$ cat config.mk
export PLATFORM = sky130hd
export DESIGN_NAME = color_box_classifier
export DESIGN_NICKNAME = d
export VERILOG_FILES = /design/src/rtl/ccb_pkg.sv /design/src/rtl/ccb_fifo.sv /design/src/rtl/ccb_front.sv /design/src/rtl/ccb_back.sv /design/src/rtl/color_box_classifier.sv
export SDC_FILE = /design/constraint.sdc
export NUM_CORES = 2
export LEC_CHECK = 0
export BUFFER_PORTS_ARGS = -buffer_cell sky130_fd_sc_hd__buf_4
export CAP_MARGIN = 20
export CORE_MARGIN = 2
export CORE_UTILIZATION = 45
export CTS_CLUSTER_SIZE = 12
export DETAILED_ROUTE_END_ITERATION = 16
export GPL_ROUTABILITY_DRIVEN = 0
export SYNTH_ARGS = -nofsm -noshare
export SYNTH_HDL_FRONTEND = slang
export SYNTH_SLANG_ARGS = --single-unit
$ cat constraint.sdc
create_clock -name clk -period 16.65 [get_ports clk]
set_clock_uncertainty 0.05 [all_clocks]
set_input_delay 2.4975 -clock clk [delete_from_list [all_inputs] [get_ports clk]]
set_output_delay 2.4975 -clock clk [all_outputs]
set_load 0.005 [all_outputs]
$ cat src/rtl/ccb_pkg.sv
package ccb_pkg;

    localparam int TALLY_W = 21;
    localparam logic [TALLY_W-1:0] TALLY_MAX = {TALLY_W{1'b1}};

    localparam int LEVEL_W = 8;
    localparam int RATIO_W = 12;
    localparam int AREA_W  = 21;
    localparam int INDEX_W = 4;
    localparam int DATA_W  = 21;
    localparam int CLASS_W = 2;

    // Box class codes.
    localparam logic [CLASS_W-1:0] CLASS_NONE      = 2'd0;
    localparam logic [CLASS_W-1:0] CLASS_BARREL    = 2'd1;
    localparam logic [CLASS_W-1:0] CLASS_CROCODILE = 2'd2;
    localparam logic [CLASS_W-1:0] CLASS_REJECTED  = 2'd3;

    // Configuration register indexes.
    localparam logic [INDEX_W-1:0] REG_RED_LEVEL    = 4'd0;
    localparam logic [INDEX_W-1:0] REG_RED_MARGIN   = 4'd1;
    localparam logic [INDEX_W-1:0] REG_GREEN_LEVEL  = 4'd2;
    localparam logic [INDEX_W-1:0] REG_GREEN_MARGIN = 4'd3;
    localparam logic [INDEX_W-1:0] REG_RATIO_LOW    = 4'd4;
    localparam logic [INDEX_W-1:0] REG_RATIO_HIGH   = 4'd5;
    localparam logic [INDEX_W-1:0] REG_AREA_LOW     = 4'd6;
    localparam logic [INDEX_W-1:0] REG_AREA_HIGH    = 4'd7;

    localparam logic [LEVEL_W-1:0] RST_RED_LEVEL    = 8'd100;
    localparam logic [LEVEL_W-1:0] RST_RED_MARGIN   = 8'd50;
    localparam logic [LEVEL_W-1:0] RST_GREEN_LEVEL  = 8'd100;
    localparam logic [LEVEL_W-1:0] RST_GREEN_MARGIN = 8'd50;
    localparam logic [RATIO_W-1:0] RST_RATIO_LOW    = 12'd128;
    localparam logic [RATIO_W-1:0] RST_RATIO_HIGH   = 12'd512;
    localparam logic [AREA_W-1:0]  RST_AREA_LOW     = 21'd100;
    localparam logic [AREA_W-1:0]  RST_AREA_HIGH    = 21'd400000;

    typedef struct packed {
        logic [LEVEL_W-1:0] red_level;
        logic [LEVEL_W-1:0] red_margin;
        logic [LEVEL_W-1:0] green_level;
        logic [LEVEL_W-1:0] green_margin;
        logic [RATIO_W-1:0] ratio_low;
        logic [RATIO_W-1:0] ratio_high;
        logic [AREA_W-1:0]  area_low;
        logic [AREA_W-1:0]  area_high;
    } cfg_regs_t;

endpackage

$ cat src/rtl/ccb_fifo.sv
module ccb_fifo #(
    parameter int WIDTH = 64,
    parameter int DEPTH = 4
) (
    input  logic             clk,
    input  logic             rst_n,
    input  logic             push,
    input  logic [WIDTH-1:0] push_data,
    output logic             full,
    input  logic             pop,
    output logic [WIDTH-1:0] pop_data,
    output logic             empty
);

    localparam int PTR_W = (DEPTH > 1) ? $clog2(DEPTH) : 1;
    localparam int CNT_W = $clog2(DEPTH + 1);
    localparam logic [PTR_W-1:0] LAST_PTR = PTR_W'(DEPTH - 1);
    localparam logic [CNT_W-1:0] FULL_CNT = CNT_W'(DEPTH);

    logic [WIDTH-1:0] store_reg [DEPTH];
    logic [PTR_W-1:0] wr_ptr_reg, wr_ptr_next;
    logic [PTR_W-1:0] rd_ptr_reg, rd_ptr_next;
    logic [CNT_W-1:0] count_reg, count_next;

    assign full     = (count_reg == FULL_CNT);
    assign empty    = (count_reg == '0);
    assign pop_data = store_reg[rd_ptr_reg];

    always_comb
    begin
        wr_ptr_next = wr_ptr_reg;
        rd_ptr_next = rd_ptr_reg;
        count_next  = count_reg;
        if (push)
        begin
            wr_ptr_next = (wr_ptr_reg == LAST_PTR) ? '0 : wr_ptr_reg + 1'b1;
        end
        if (pop)
        begin
            rd_ptr_next = (rd_ptr_reg == LAST_PTR) ? '0 : rd_ptr_reg + 1'b1;
        end
        if (push && !pop)
        begin
            count_next = count_reg + 1'b1;
        end
        else if (pop && !push)
        begin
            count_next = count_reg - 1'b1;
        end
    end

    always_ff @(posedge clk or negedge rst_n)
    begin
        if (!rst_n)
        begin
            wr_ptr_reg <= '0;
            rd_ptr_reg <= '0;
            count_reg  <= '0;
        end
        else
        begin
            wr_ptr_reg <= wr_ptr_next;
            rd_ptr_reg <= rd_ptr_next;
            count_reg  <= count_next;
        end
    end

    always_ff @(posedge clk)
    begin
        if (push)
        begin
            store_reg[wr_ptr_reg] <= push_data;
        end
    end

endmodule

$ cat src/rtl/ccb_front.sv
module ccb_front import ccb_pkg::*; #(
    parameter int MAX_SIDE = 1024,
    parameter int SIDE_W   = 11
) (
    input  logic                          clk,
    input  logic                          rst_n,
    input  cfg_regs_t                     cfg,
    input  logic                          in_valid,
    output logic                          in_ready,
    input  logic [7:0]                    blue,
    input  logic [7:0]                    green,
    input  logic [7:0]                    red,
    input  logic [10:0]                   box_width,
    input  logic [10:0]                   box_height,
    input  logic                          last_pixel,
    input  logic                          q_full,
    output logic                          q_push,
    output logic [2*TALLY_W+2*SIDE_W-1:0] q_data
);

    localparam int EXT_W = (SIDE_W > 11) ? SIDE_W : 11;
    localparam logic [EXT_W-1:0] SIDE_LIM = EXT_W'(MAX_SIDE);

    logic [TALLY_W-1:0] red_tally_reg, red_tally_next;
    logic [TALLY_W-1:0] green_tally_reg, green_tally_next;
    logic [TALLY_W-1:0] red_count, green_count;
    logic               red_hit, green_hit, accept;
    logic [EXT_W-1:0]   w_ext, h_ext;
    logic [SIDE_W-1:0]  w_side, h_side;

    assign in_ready = !q_full;
    assign accept   = in_valid && in_ready;

    assign red_hit   = (red > cfg.red_level)
                    && ({1'b0, red} > {1'b0, green} + {1'b0, cfg.red_margin});
    assign green_hit = (green > cfg.green_level)
                    && ({1'b0, green} > {1'b0, blue} + {1'b0, cfg.green_margin});

    // Counts saturate instead of wrapping.
    assign red_count   = (red_hit && red_tally_reg != TALLY_MAX)
                       ? red_tally_reg + 1'b1 : red_tally_reg;
    assign green_count = (green_hit && green_tally_reg != TALLY_MAX)
                       ? green_tally_reg + 1'b1 : green_tally_reg;

    assign w_ext  = EXT_W'(box_width);
    assign h_ext  = EXT_W'(box_height);
    assign w_side = SIDE_W'((w_ext > SIDE_LIM) ? SIDE_LIM : w_ext);
    assign h_side = SIDE_W'((h_ext > SIDE_LIM) ? SIDE_LIM : h_ext);

    assign q_push = accept && last_pixel;
    assign q_data = {red_count, green_count, w_side, h_side};

    always_comb
    begin
        red_tally_next   = red_tally_reg;
        green_tally_next = green_tally_reg;
        if (accept)
        begin
            red_tally_next   = last_pixel ? '0 : red_count;
            green_tally_next = last_pixel ? '0 : green_count;
        end
    end

    always_ff @(posedge clk or negedge rst_n)
    begin
        if (!rst_n)
        begin
            red_tally_reg   <= '0;
            green_tally_reg <= '0;
        end
        else
        begin
            red_tally_reg   <= red_tally_next;
            green_tally_reg <= green_tally_next;
        end
    end

endmodule

$ cat src/rtl/ccb_back.sv
module ccb_back import ccb_pkg::*; #(
    parameter int SIDE_W = 11
) (
    input  logic                          clk,
    input  logic                          rst_n,
    input  cfg_regs_t                     cfg,
    input  logic                          q_empty,
    input  logic [2*TALLY_W+2*SIDE_W-1:0] q_data,
    output logic                          q_pop,
    output logic                          out_valid,
    input  logic                          out_ready,
    output logic [CLASS_W-1:0]            box_class,
    output logic [TALLY_W-1:0]            red_total,
    output logic [TALLY_W-1:0]            green_total
);

    localparam int AR_W  = 2 * SIDE_W;
    localparam int RP_W  = RATIO_W + SIDE_W;
    localparam int CMP_W = (AR_W > AREA_W) ? AR_W : AREA_W;

    logic [TALLY_W-1:0] q_red, q_green;
    logic [SIDE_W-1:0]  q_w, q_h;

    logic               a_vld_reg, a_vld_next;
    logic [TALLY_W-1:0] a_red_reg, a_green_reg;
    logic [AR_W-1:0]    a_area_reg;
    logic [RP_W-1:0]    a_lo_reg, a_hi_reg, a_w256_reg;

    logic               out_vld_reg, out_vld_next;
    logic [CLASS_W-1:0] class_reg, class_next;
    logic [TALLY_W-1:0] red_reg, green_reg;

    logic               adv_b, load_a;
    logic [CMP_W-1:0]   area_x, thresh_x;
    logic               area_bad, ratio_bad, red_win, green_win;

    assign {q_red, q_green, q_w, q_h} = q_data;

    assign adv_b  = !out_vld_reg || out_ready;
    assign load_a = !a_vld_reg || adv_b;
    assign q_pop  = load_a && !q_empty;

    // Second stage: window and ratio compares against the products.
    assign area_x    = CMP_W'(a_area_reg);
    assign thresh_x  = area_x >> 2;
    assign area_bad  = (area_x > CMP_W'(cfg.area_high)) || (area_x < CMP_W'(cfg.area_low));
    assign ratio_bad = (a_w256_reg < a_lo_reg) || (a_w256_reg > a_hi_reg);
    assign red_win   = (a_red_reg != '0) && (CMP_W'(a_red_reg) > thresh_x);
    assign green_win = (a_green_reg != '0) && (CMP_W'(a_green_reg) > thresh_x);

    always_comb
    begin
        if (area_bad)
        begin
            class_next = CLASS_REJECTED;
        end
        else if (ratio_bad)
        begin
            class_next = CLASS_NONE;
        end
        else if (red_win)
        begin
            class_next = CLASS_BARREL;
        end
        else if (green_win)
        begin
            class_next = CLASS_CROCODILE;
        end
        else
        begin
            class_next = CLASS_NONE;
        end
    end

    always_comb
    begin
        a_vld_next   = load_a ? !q_empty : a_vld_reg;
        out_vld_next = adv_b ? a_vld_reg : out_vld_reg;
    end

    always_ff @(posedge clk or negedge rst_n)
    begin
        if (!rst_n)
        begin
            a_vld_reg   <= 1'b0;
            out_vld_reg <= 1'b0;
        end
        else
        begin
            a_vld_reg   <= a_vld_next;
            out_vld_reg <= out_vld_next;
        end
    end

    // First stage: area and the two ratio bounds scaled by the height.
    always_ff @(posedge clk)
    begin
        if (load_a)
        begin
            a_red_reg   <= q_red;
            a_green_reg <= q_green;
            a_area_reg  <= AR_W'(q_w) * AR_W'(q_h);
            a_lo_reg    <= RP_W'(cfg.ratio_low) * RP_W'(q_h);
            a_hi_reg    <= RP_W'(cfg.ratio_high) * RP_W'(q_h);
            a_w256_reg  <= RP_W'({q_w, 8'h00});
        end
        if (adv_b)
        begin
            class_reg <= class_next;
            red_reg   <= a_red_reg;
            green_reg <= a_green_reg;
        end
    end

    assign out_valid   = out_vld_reg;
    assign box_class   = class_reg;
    assign red_total   = red_reg;
    assign green_total = green_reg;

endmodule

$ cat src/rtl/color_box_classifier.sv
// Color box classifier: counts red- and green-dominant pixels of a box, classifies at its last pixel.
// Throughput: one pixel word per cycle while the result queue is not full; a box result can
// leave every cycle while out_ready is high. After the last pixel is accepted, the result word
// passes the queue write, the product stage and the compare stage into the output register.
// Reset clears the counts, the result queue and all valid flags, and loads the
// configuration registers with their default values.
module color_box_classifier import ccb_pkg::*; #(
    parameter int MAX_SIDE = 1024,
    parameter int Q_DEPTH  = 4
) (
    input  logic               clk,
    input  logic               rst_n,
    input  logic               cfg_valid,
    output logic               cfg_ready,
    input  logic [INDEX_W-1:0] cfg_index,
    input  logic [DATA_W-1:0]  cfg_data,
    input  logic               in_valid,
    output logic               in_ready,
    input  logic [7:0]         blue,
    input  logic [7:0]         green,
    input  logic [7:0]         red,
    input  logic [10:0]        box_width,
    input  logic [10:0]        box_height,
    input  logic               last_pixel,
    output logic               out_valid,
    input  logic               out_ready,
    output logic [CLASS_W-1:0] box_class,
    output logic [TALLY_W-1:0] red_total,
    output logic [TALLY_W-1:0] green_total
);

    localparam int SIDE_W = $clog2(MAX_SIDE + 1);
    localparam int REC_W  = 2 * TALLY_W + 2 * SIDE_W;

    cfg_regs_t        cfg_reg, cfg_next;
    logic             q_push, q_pop, q_full, q_empty;
    logic [REC_W-1:0] q_wdata, q_rdata;

    assign cfg_ready = 1'b1;

    always_comb
    begin
        cfg_next = cfg_reg;
        if (cfg_valid)
        begin
            case (cfg_index)
                REG_RED_LEVEL:    cfg_next.red_level    = cfg_data[LEVEL_W-1:0];
                REG_RED_MARGIN:   cfg_next.red_margin   = cfg_data[LEVEL_W-1:0];
                REG_GREEN_LEVEL:  cfg_next.green_level  = cfg_data[LEVEL_W-1:0];
                REG_GREEN_MARGIN: cfg_next.green_margin = cfg_data[LEVEL_W-1:0];
                REG_RATIO_LOW:    cfg_next.ratio_low    = cfg_data[RATIO_W-1:0];
                REG_RATIO_HIGH:   cfg_next.ratio_high   = cfg_data[RATIO_W-1:0];
                REG_AREA_LOW:     cfg_next.area_low     = cfg_data[AREA_W-1:0];
                REG_AREA_HIGH:    cfg_next.area_high    = cfg_data[AREA_W-1:0];
                default:          cfg_next = cfg_reg;
            endcase
        end
    end

    always_ff @(posedge clk or negedge rst_n)
    begin
        if (!rst_n)
        begin
            cfg_reg.red_level    <= RST_RED_LEVEL;
            cfg_reg.red_margin   <= RST_RED_MARGIN;
            cfg_reg.green_level  <= RST_GREEN_LEVEL;
            cfg_reg.green_margin <= RST_GREEN_MARGIN;
            cfg_reg.ratio_low    <= RST_RATIO_LOW;
            cfg_reg.ratio_high   <= RST_RATIO_HIGH;
            cfg_reg.area_low     <= RST_AREA_LOW;
            cfg_reg.area_high    <= RST_AREA_HIGH;
        end
        else
        begin
            cfg_reg <= cfg_next;
        end
    end

    ccb_front #(
        .MAX_SIDE (MAX_SIDE),
        .SIDE_W   (SIDE_W)
    ) u_front (
        .clk        (clk),
        .rst_n      (rst_n),
        .cfg        (cfg_reg),
        .in_valid   (in_valid),
        .in_ready   (in_ready),
        .blue       (blue),
        .green      (green),
        .red        (red),
        .box_width  (box_width),
        .box_height (box_height),
        .last_pixel (last_pixel),
        .q_full     (q_full),
        .q_push     (q_push),
        .q_data     (q_wdata)
    );

    ccb_fifo #(
        .WIDTH (REC_W),
        .DEPTH (Q_DEPTH)
    ) u_fifo (
        .clk       (clk),
        .rst_n     (rst_n),
        .push      (q_push),
        .push_data (q_wdata),
        .full      (q_full),
        .pop       (q_pop),
        .pop_data  (q_rdata),
        .empty     (q_empty)
    );

    ccb_back #(
        .SIDE_W (SIDE_W)
    ) u_back (
        .clk         (clk),
        .rst_n       (rst_n),
        .cfg         (cfg_reg),
        .q_empty     (q_empty),
        .q_data      (q_rdata),
        .q_pop       (q_pop),
        .out_valid   (out_valid),
        .out_ready   (out_ready),
        .box_class   (box_class),
        .red_total   (red_total),
        .green_total (green_total)
    );

endmodule
Word-level counts from Yosys, hierarchy flattened
Memory sizes are Yosys's and may differ from the RTL's. Index checks and enable logic that the tools add are counted.

Mux-type cells: 15. Add/subtract/negate cells: 8. Reductions and logical operators: 34. Eq/ne operators: 12. Magnitude comparators: 12. $mul: 3.

Operators by type and width (number): two-way mux 21 bit (4); multiplier 12 x 11 -> 23 bit (2); adder 21 x 1 -> 21 bit (second input constant) (2); > comparator 21 x 20 -> 1 bit (2); inequality test 21 bit (second input constant) (2); nonzero test 21 bit (2); > comparator 19 x 23 -> 1 bit (1); less-than comparator 19 x 23 -> 1 bit (1); > comparator 11 bit (second input constant) (2); > comparator 22 x 21 -> 1 bit (1); less-than comparator 22 x 21 -> 1 bit (1); multiplier 11 x 11 -> 22 bit (1); two-way mux 11 bit (2); adder 8 x 8 -> 9 bit (2); > comparator 8 x 9 -> 1 bit (2); == test 4 x 3 -> 1 bit (second input constant) (4); > comparator 8 bit (2); AND reduction 2 bit (8); logical AND 1 bit (11); two-way mux 2 bit (5); == test 4 x 2 -> 1 bit (second input constant) (2); logical NOT 1 bit (6); two-way mux 3 bit (2); adder 2 x 1 -> 2 bit (second input constant) (2); other kinds (10) (15).

RAM bits: 256. Output and inout bits: 47. Register bits: 314. Memories kept: 1. Word-level logic and storage cells: 109.

Memories: u_fifo.store_reg (depth 4, width 64, read ports 1, clocked after Yosys merged registers in 0, wr ports 1, line ccb_fifo.sv:20) `logic [WIDTH-1:0] store_reg [DEPTH];`.

Depth between registers and ports, before layout
Word-level depth: 8. Gate-level depth with buffers: 25.

By module
Synthesis repeated with hierarchy kept, for this count alone.

Cell total of the unflattened synthesis: 3219. Area total of the unflattened synthesis: 38599.5 um2.

Modules (own cells, without submodules): ccb_back (cells an instance 2037, sequential area each 5004.8 um2, times used 1, area an instance 20380.8 um2); ccb_fifo (cells an instance 371, sequential area each 7862.5 um2, times used 1, area an instance 9646.8 um2); ccb_front (cells an instance 594, sequential area each 1051.0 um2, times used 1, area an instance 4790.8 um2); color_box_classifier (cells an instance 217, sequential area each 2481.1 um2, times used 1, area an instance 3781.1 um2).

Worst setup path before layout
OpenSTA, ideal clock, no wires.

Path kind: reg2reg. Start: register u_fifo.rd_ptr_reg[0]. End: register u_back.a_lo_reg[21], data pin. Path buffers: 4. Path slack: 10.521 ns. Arrival: 5.821 ns. Cell stages (with the launch flop): 22. Cells stage by stage: dfrtp_1 -> clkbuf_1 -> buf_2 -> mux4_2 -> clkbuf_1 -> and2_1 -> fa_1 -> fa_1 -> fa_1 -> fa_1 -> inv_1 -> fa_1 -> inv_1 -> ha_1 -> clkbuf_1 -> nand3_1 -> a211oi_1 -> o31ai_1 -> o2bb2ai_1 -> o2111ai_1 -> a21oi_1 -> xnor2_1.

Word-level cells in the longest chain between the ends: 2.

RTL lines: start, declared (line ccb_fifo.sv:22) `logic [PTR_W-1:0] rd_ptr_reg, rd_ptr_next;`; start signal, assigned (line ccb_fifo.sv:63) `rd_ptr_reg <= rd_ptr_next;`; memory (4 x 64 bit); multiplier 12 x 11 -> 23 bit (line ccb_back.sv:103) `a_lo_reg <= RP_W'(cfg.ratio_low) * RP_W'(q_h);`; end signal, assigned (line ccb_back.sv:103); end, declared (line ccb_back.sv:27) `logic [RP_W-1:0] a_lo_reg, a_hi_reg, a_w256_reg;`.

Every way passes these cells. A chain may end at the register's enable or synchronous reset.

Worst setup path after layout
Start: register u_fifo.rd_ptr_reg[1]. End: register u_back.a_hi_reg[21], data pin.

Word-level cells in the longest chain between the ends: 2.

RTL lines: memory (4 x 64 bit); multiplier 12 x 11 -> 23 bit (line ccb_back.sv:104) `a_hi_reg <= RP_W'(cfg.ratio_high) * RP_W'(q_h);`; end signal, assigned (line ccb_back.sv:104); end, declared (line ccb_back.sv:27).

Every way passes these cells.

==> flow_summary.rst <==
.. list-table::
   :header-rows: 1

   * - Metric
     - Value
   * - Clk Tree Root Cell
     - sky130_fd_sc_hd__clkbuf_16
   * - Vias per Instance
     - 5.418
   * - Maximum number of pins on one net before global-route repair
     - 84
   * - Most used cell along the critical path
     - sky130_fd_sc_hd__fa_1
   * - ANT cells
     - 0
   * - Number of buffers on the longest clock path
     - 3
   * - Most frequently used flop master after synthesis
     - sky130_fd_sc_hd__edfxtp_1
   * - Time the final worst path needs with I/O delays and setup
     - 7472 ps
   * - Multi-input logic area
     - 19480 um^2
   * - Synth Area per Inst
     - 11.80 um^2
   * - Top Ports
     - 124
   * - Clk_lat worst skew
     - 670 ps
   * - Drt total wl
     - 89.98 mm
   * - Cell count after placement
     - 4367
   * - Cts hold-fix bufs
     - 0
   * - TritonCTS clock tree
     - done
   * - Total global-route track usage
     - 21.58%
   * - Number of synthesized flops with an enable pin
     - 421
   * - Combinational family with the most area after synthesis
     - adder cells
   * - First-pass GRT wire length
     - 144.8 mm
   * - Crit-path max cell delay
     - 900 ps
   * - Hold Fails Final Rpt
     - 0
   * - Synthesis-to-finish area growth
     - 11.06%
   * - Number of flip-flops in the largest register
     - 256
   * - Cell Chain, Critical Path
     - buf_4 -> mux4_2 -> nand2_1 -> fa_1 -> inv_1 -> fa_1 -> inv_1 -> fa_1 -> fa_1 -> fa_1 -> inv_1 -> ha_1 -> a21o_1 -> a21oi_1 -> a21boi_0 -> a31oi_1 -> a2111oi_0 -> o31ai_1 -> a21boi_0 -> xor2_1
   * - Remaining DRCs
     - 0
   * - DIE AREA
     - 86870 um^2
   * - Number of logic stages on the critical path including buffering
     - 20
   * - Worst r2r path cells
     - 20
   * - Type of the tightest min-delay check
     - reg -> reg
   * - Result of the run
     - complete, no violations
   * - Syn nets
     - 3903
   * - Final-layout setup total negative slack
     - 0 ps
   * - Number of buffers inserted during clock tree synthesis
     - 66
   * - Sequential share of the synthesized area
     - 43.11%
   * - Cell count after synthesis
     - 3224
   * - Cell at the slowest stage of the critical path
     - sky130_fd_sc_hd__mux4_2
   * - Overflow left after global routing
     - 0
   * - Post-synthesis adder-cell area fraction
     - 24.95%
   * - First-pass iteration count of the detailed router
     - 5
   * - Count of buffers from port buffering
     - 122
   * - Number of warnings printed during yosys synthesis
     - 0
   * - Setup repair after global routing missed its margin
     - no
   * - # Max-Cap Violations
     - 0
   * - Violation count after the first detailed-route iteration
     - 1417
   * - Die extent in y
     - 294.7 um
   * - Quantity of gates resized following cts
     - 0
   * - Final setup slack of the worst path
     - 9178 ps
   * - Count of fill cells added during filler insertion
     - 7301
   * - Antenna violations before repair
     - 2
   * - Number of max-slew violations in the final report
     - 0
   * - Clk sinks
     - 570
   * - Htree depth
     - 3
   * - Initial standard-cell utilization of the core
     - 45.45%
   * - Critical register-to-register path startpoint
     - u_fifo.rd_ptr_reg[1]
   * - Row Count
     - 106
   * - Number of nets in the layout
     - 3981
   * - Register bit count reported by yosys
     - 570
   * - Portion of the clock cycle consumed by the worst path in the final layout
     - 44.88%
   * - Synthesized-area fraction occupied by and/or/nand/nor cells
     - 11.40%
   * - Detail-routed net length per standard cell
     - 20.05 um
   * - Path type of the worst setup path
     - reg -> reg
   * - Placed standard-cell area
     - 40010 um^2
   * - Type of destination of the critical path
     - flip-flop
   * - Portion of netlist area occupied by mux cells
     - 6.306%
   * - Crit. Startpoint
     - u_fifo.rd_ptr_reg[1]
   * - Count of unique library cells instantiated by Yosys
     - 71
   * - Non-Filler Cell Area, Final
     - 42250 um^2
   * - Worst setup path end
     - u_back.a_hi_reg[21]
   * - Post-Synthesis Cell Area
     - 38040 um^2
   * - Share of async-settable or async-resettable flops after synthesis
     - 26.14%
   * - Storage element area
     - 16400 um^2
   * - Vias in the first global route
     - 26330
   * - Rel. slew slack
     - 28.10%
   * - Actual transition at the worst max-transition pin
     - 1078 ps
   * - Number of buffers inserted by post-CTS setup repair
     - 0
   * - Die Span X
     - 294.7 um
   * - Required time at the worst-slack endpoint
     - 16960 ps
   * - Final setup violation count
     - 0
   * - Reg-to-reg setup timing slack
     - 9180 ps
   * - CP Max Fanout
     - 45
   * - Maximum clock frequency
     - 0.1338 GHz
   * - Share of layout cells above drive strength 1
     - 12.22%
   * - Fraction of synthesized cell area in xor and xnor cells
     - 2.487%
   * - Sort of element at the start of the critical path
     - flip-flop
   * - Detailed Place HPWL
     - 64.27 mm
   * - Post-route insts no fill
     - 4489
   * - Kind of cell with the highest combined delay on the critical path
     - adder cells
   * - Crit path arrival time
     - 7780 ps
   * - Minimum setup slack after placement
     - 9213 ps
   * - Share of the synthesized area in compound gates (AO/OA/AOI/OAI)
     - 5.986%
   * - Clock transition at path regs
     - 60 ps
   * - Antenna violation net count after detailed routing
     - 0
   * - Crit path buffers/inverters
     - 4
   * - Endpoint of the worst register-to-register path
     - u_back.a_hi_reg[21]
   * - Core Region
     - 83690 um^2
   * - Routed vias
     - 24320
-- layout by cell type (no fill, tap or decap), drive strengths merged, types with 8 or more instances in the layout --
master / n
mux2: 61
a211oi: 9
or3: 9
nor4: 20
o21bai: 17
nand2b: 13
buf: 138
xor2: 43
dfrtp: 126
and3: 21
a31oi: 8
nand2: 335
nand4: 37
mux2i: 27
xnor2: 65
o211ai: 13
or4: 11
o21a: 20
o21ai: 106
nor2: 91
and2: 193
edfxtp: 421
ha: 341
clkinv: 19
dfstp: 23
a21o: 51
nor3: 32
nand3: 29
a21oi: 72
nor2b: 42
fa: 261
inv: 449
clkbuf: 96
mux4: 64
-- worst reg2reg max path: cells and delay by family (launching register included) --
kind                       cells  cell delay, ps
adders and majority gates      6            2930
AOI/OAI and AO/OA              7            1380
muxes                          1             930
buffers and inverters          4             850
DFF                            1             740
and+or+nand+nor                1             200
xor gates and xnor gates       1              90
-- synthesized netlist by cell type, types with 6 or more instances --
library cell	count	area (um^2)
sky130_fd_sc_hd__a211oi_1	9	67.56
sky130_fd_sc_hd__or4_1	11	82.58
sky130_fd_sc_hd__fa_1	261	5225
sky130_fd_sc_hd__nor2_1	89	334.1
sky130_fd_sc_hd__ha_1	341	4267
sky130_fd_sc_hd__a22oi_1	6	45.04
sky130_fd_sc_hd__xor2_1	43	376.6
sky130_fd_sc_hd__and2_1	193	1207
sky130_fd_sc_hd__o21ai_0	104	520.5
sky130_fd_sc_hd__buf_2	14	70.07
sky130_fd_sc_hd__nand2b_1	13	81.33
sky130_fd_sc_hd__mux4_2	64	1441
sky130_fd_sc_hd__o21a_1	20	150.1
sky130_fd_sc_hd__nor2b_1	42	262.8
sky130_fd_sc_hd__mux2_2	61	686.9
sky130_fd_sc_hd__edfxtp_1	421	12640
sky130_fd_sc_hd__a211o_1	6	52.55
sky130_fd_sc_hd__o211ai_1	13	97.59
sky130_fd_sc_hd__inv_1	447	1678
sky130_fd_sc_hd__nand2_1	335	1257
sky130_fd_sc_hd__nand3_1	29	145.1
sky130_fd_sc_hd__nand4_1	37	231.5
sky130_fd_sc_hd__a21o_1	51	382.9
sky130_fd_sc_hd__xnor2_1	65	569.3
sky130_fd_sc_hd__mux2i_1	27	270.3
sky130_fd_sc_hd__dfstp_2	23	604.3
sky130_fd_sc_hd__and3_1	21	131.4
sky130_fd_sc_hd__dfrtp_1	126	3153
sky130_fd_sc_hd__or3_1	9	56.30
sky130_fd_sc_hd__and4_1	6	52.55
sky130_fd_sc_hd__nand3b_1	6	45.04
sky130_fd_sc_hd__a31oi_1	8	50.05
sky130_fd_sc_hd__o21bai_1	17	127.6
sky130_fd_sc_hd__nor3_1	31	155.2
sky130_fd_sc_hd__clkbuf_1	110	412.9
sky130_fd_sc_hd__nor4_1	18	112.6
sky130_fd_sc_hd__a21oi_1	70	350.3
-- cell families after synthesis --
family / count (synthesis)
AO/OA/AOI/OAI: 354
XOR/XNOR: 108
adder cells (fa/ha/maj): 602
buffers and inverters: 575
flip-flops: 570
multiplexers: 152
other: 1
AND/OR/NAND/NOR: 862
-- layer usage --
layer / vias to the layer above / routed length [um] / global-route usage [%]
li1: 11140 / - / -
met1: 12490 / 38970 / 28.20
met2: 536 / 44480 / 37.06
met3: 158 / 3712 / 2.813
met4: 0 / 2821 / 7.292
met5: - / 0 / 0
-- metrics by stage --
step | hold slack [ps] | utilization [%]
after floorplan | 395.0 | -
after global placement | 427.0 | 47.80
after detailed placement | 446.4 | 47.81
after CTS | 459.1 | 50.46
after global routing | 470.8 | 50.48
final | 453.9 | 50.48
-- worst min path at each step --
stage,from,endpoint,slack [ps],cells after the start
finish,cfg_reg[17],cfg_reg[17],450,2
global route,cfg_reg[97],cfg_reg[97],470,1
CTS,cfg_reg[97],cfg_reg[97],460,1
detailed placement,cfg_reg[97],cfg_reg[97],450,1
global placement,u_fifo.count_reg[2],u_fifo.count_reg[2],430,1
floorplan,u_back.a_green_reg[9],u_back.green_total[9],400,0
-- final cells by class --
class                      instances  area share, %
multi-input combinational       2079          46.11
sequential                       570          38.83
clock buffer                      96          4.366
inverter                         447          3.972
tap                             1134          3.359
timing repair buffer             138          2.491
clock inverter                    25         0.8708
Power is not shown: default switching activity piles up to over one toggle a cycle in this logic, so the estimate is an artifact.
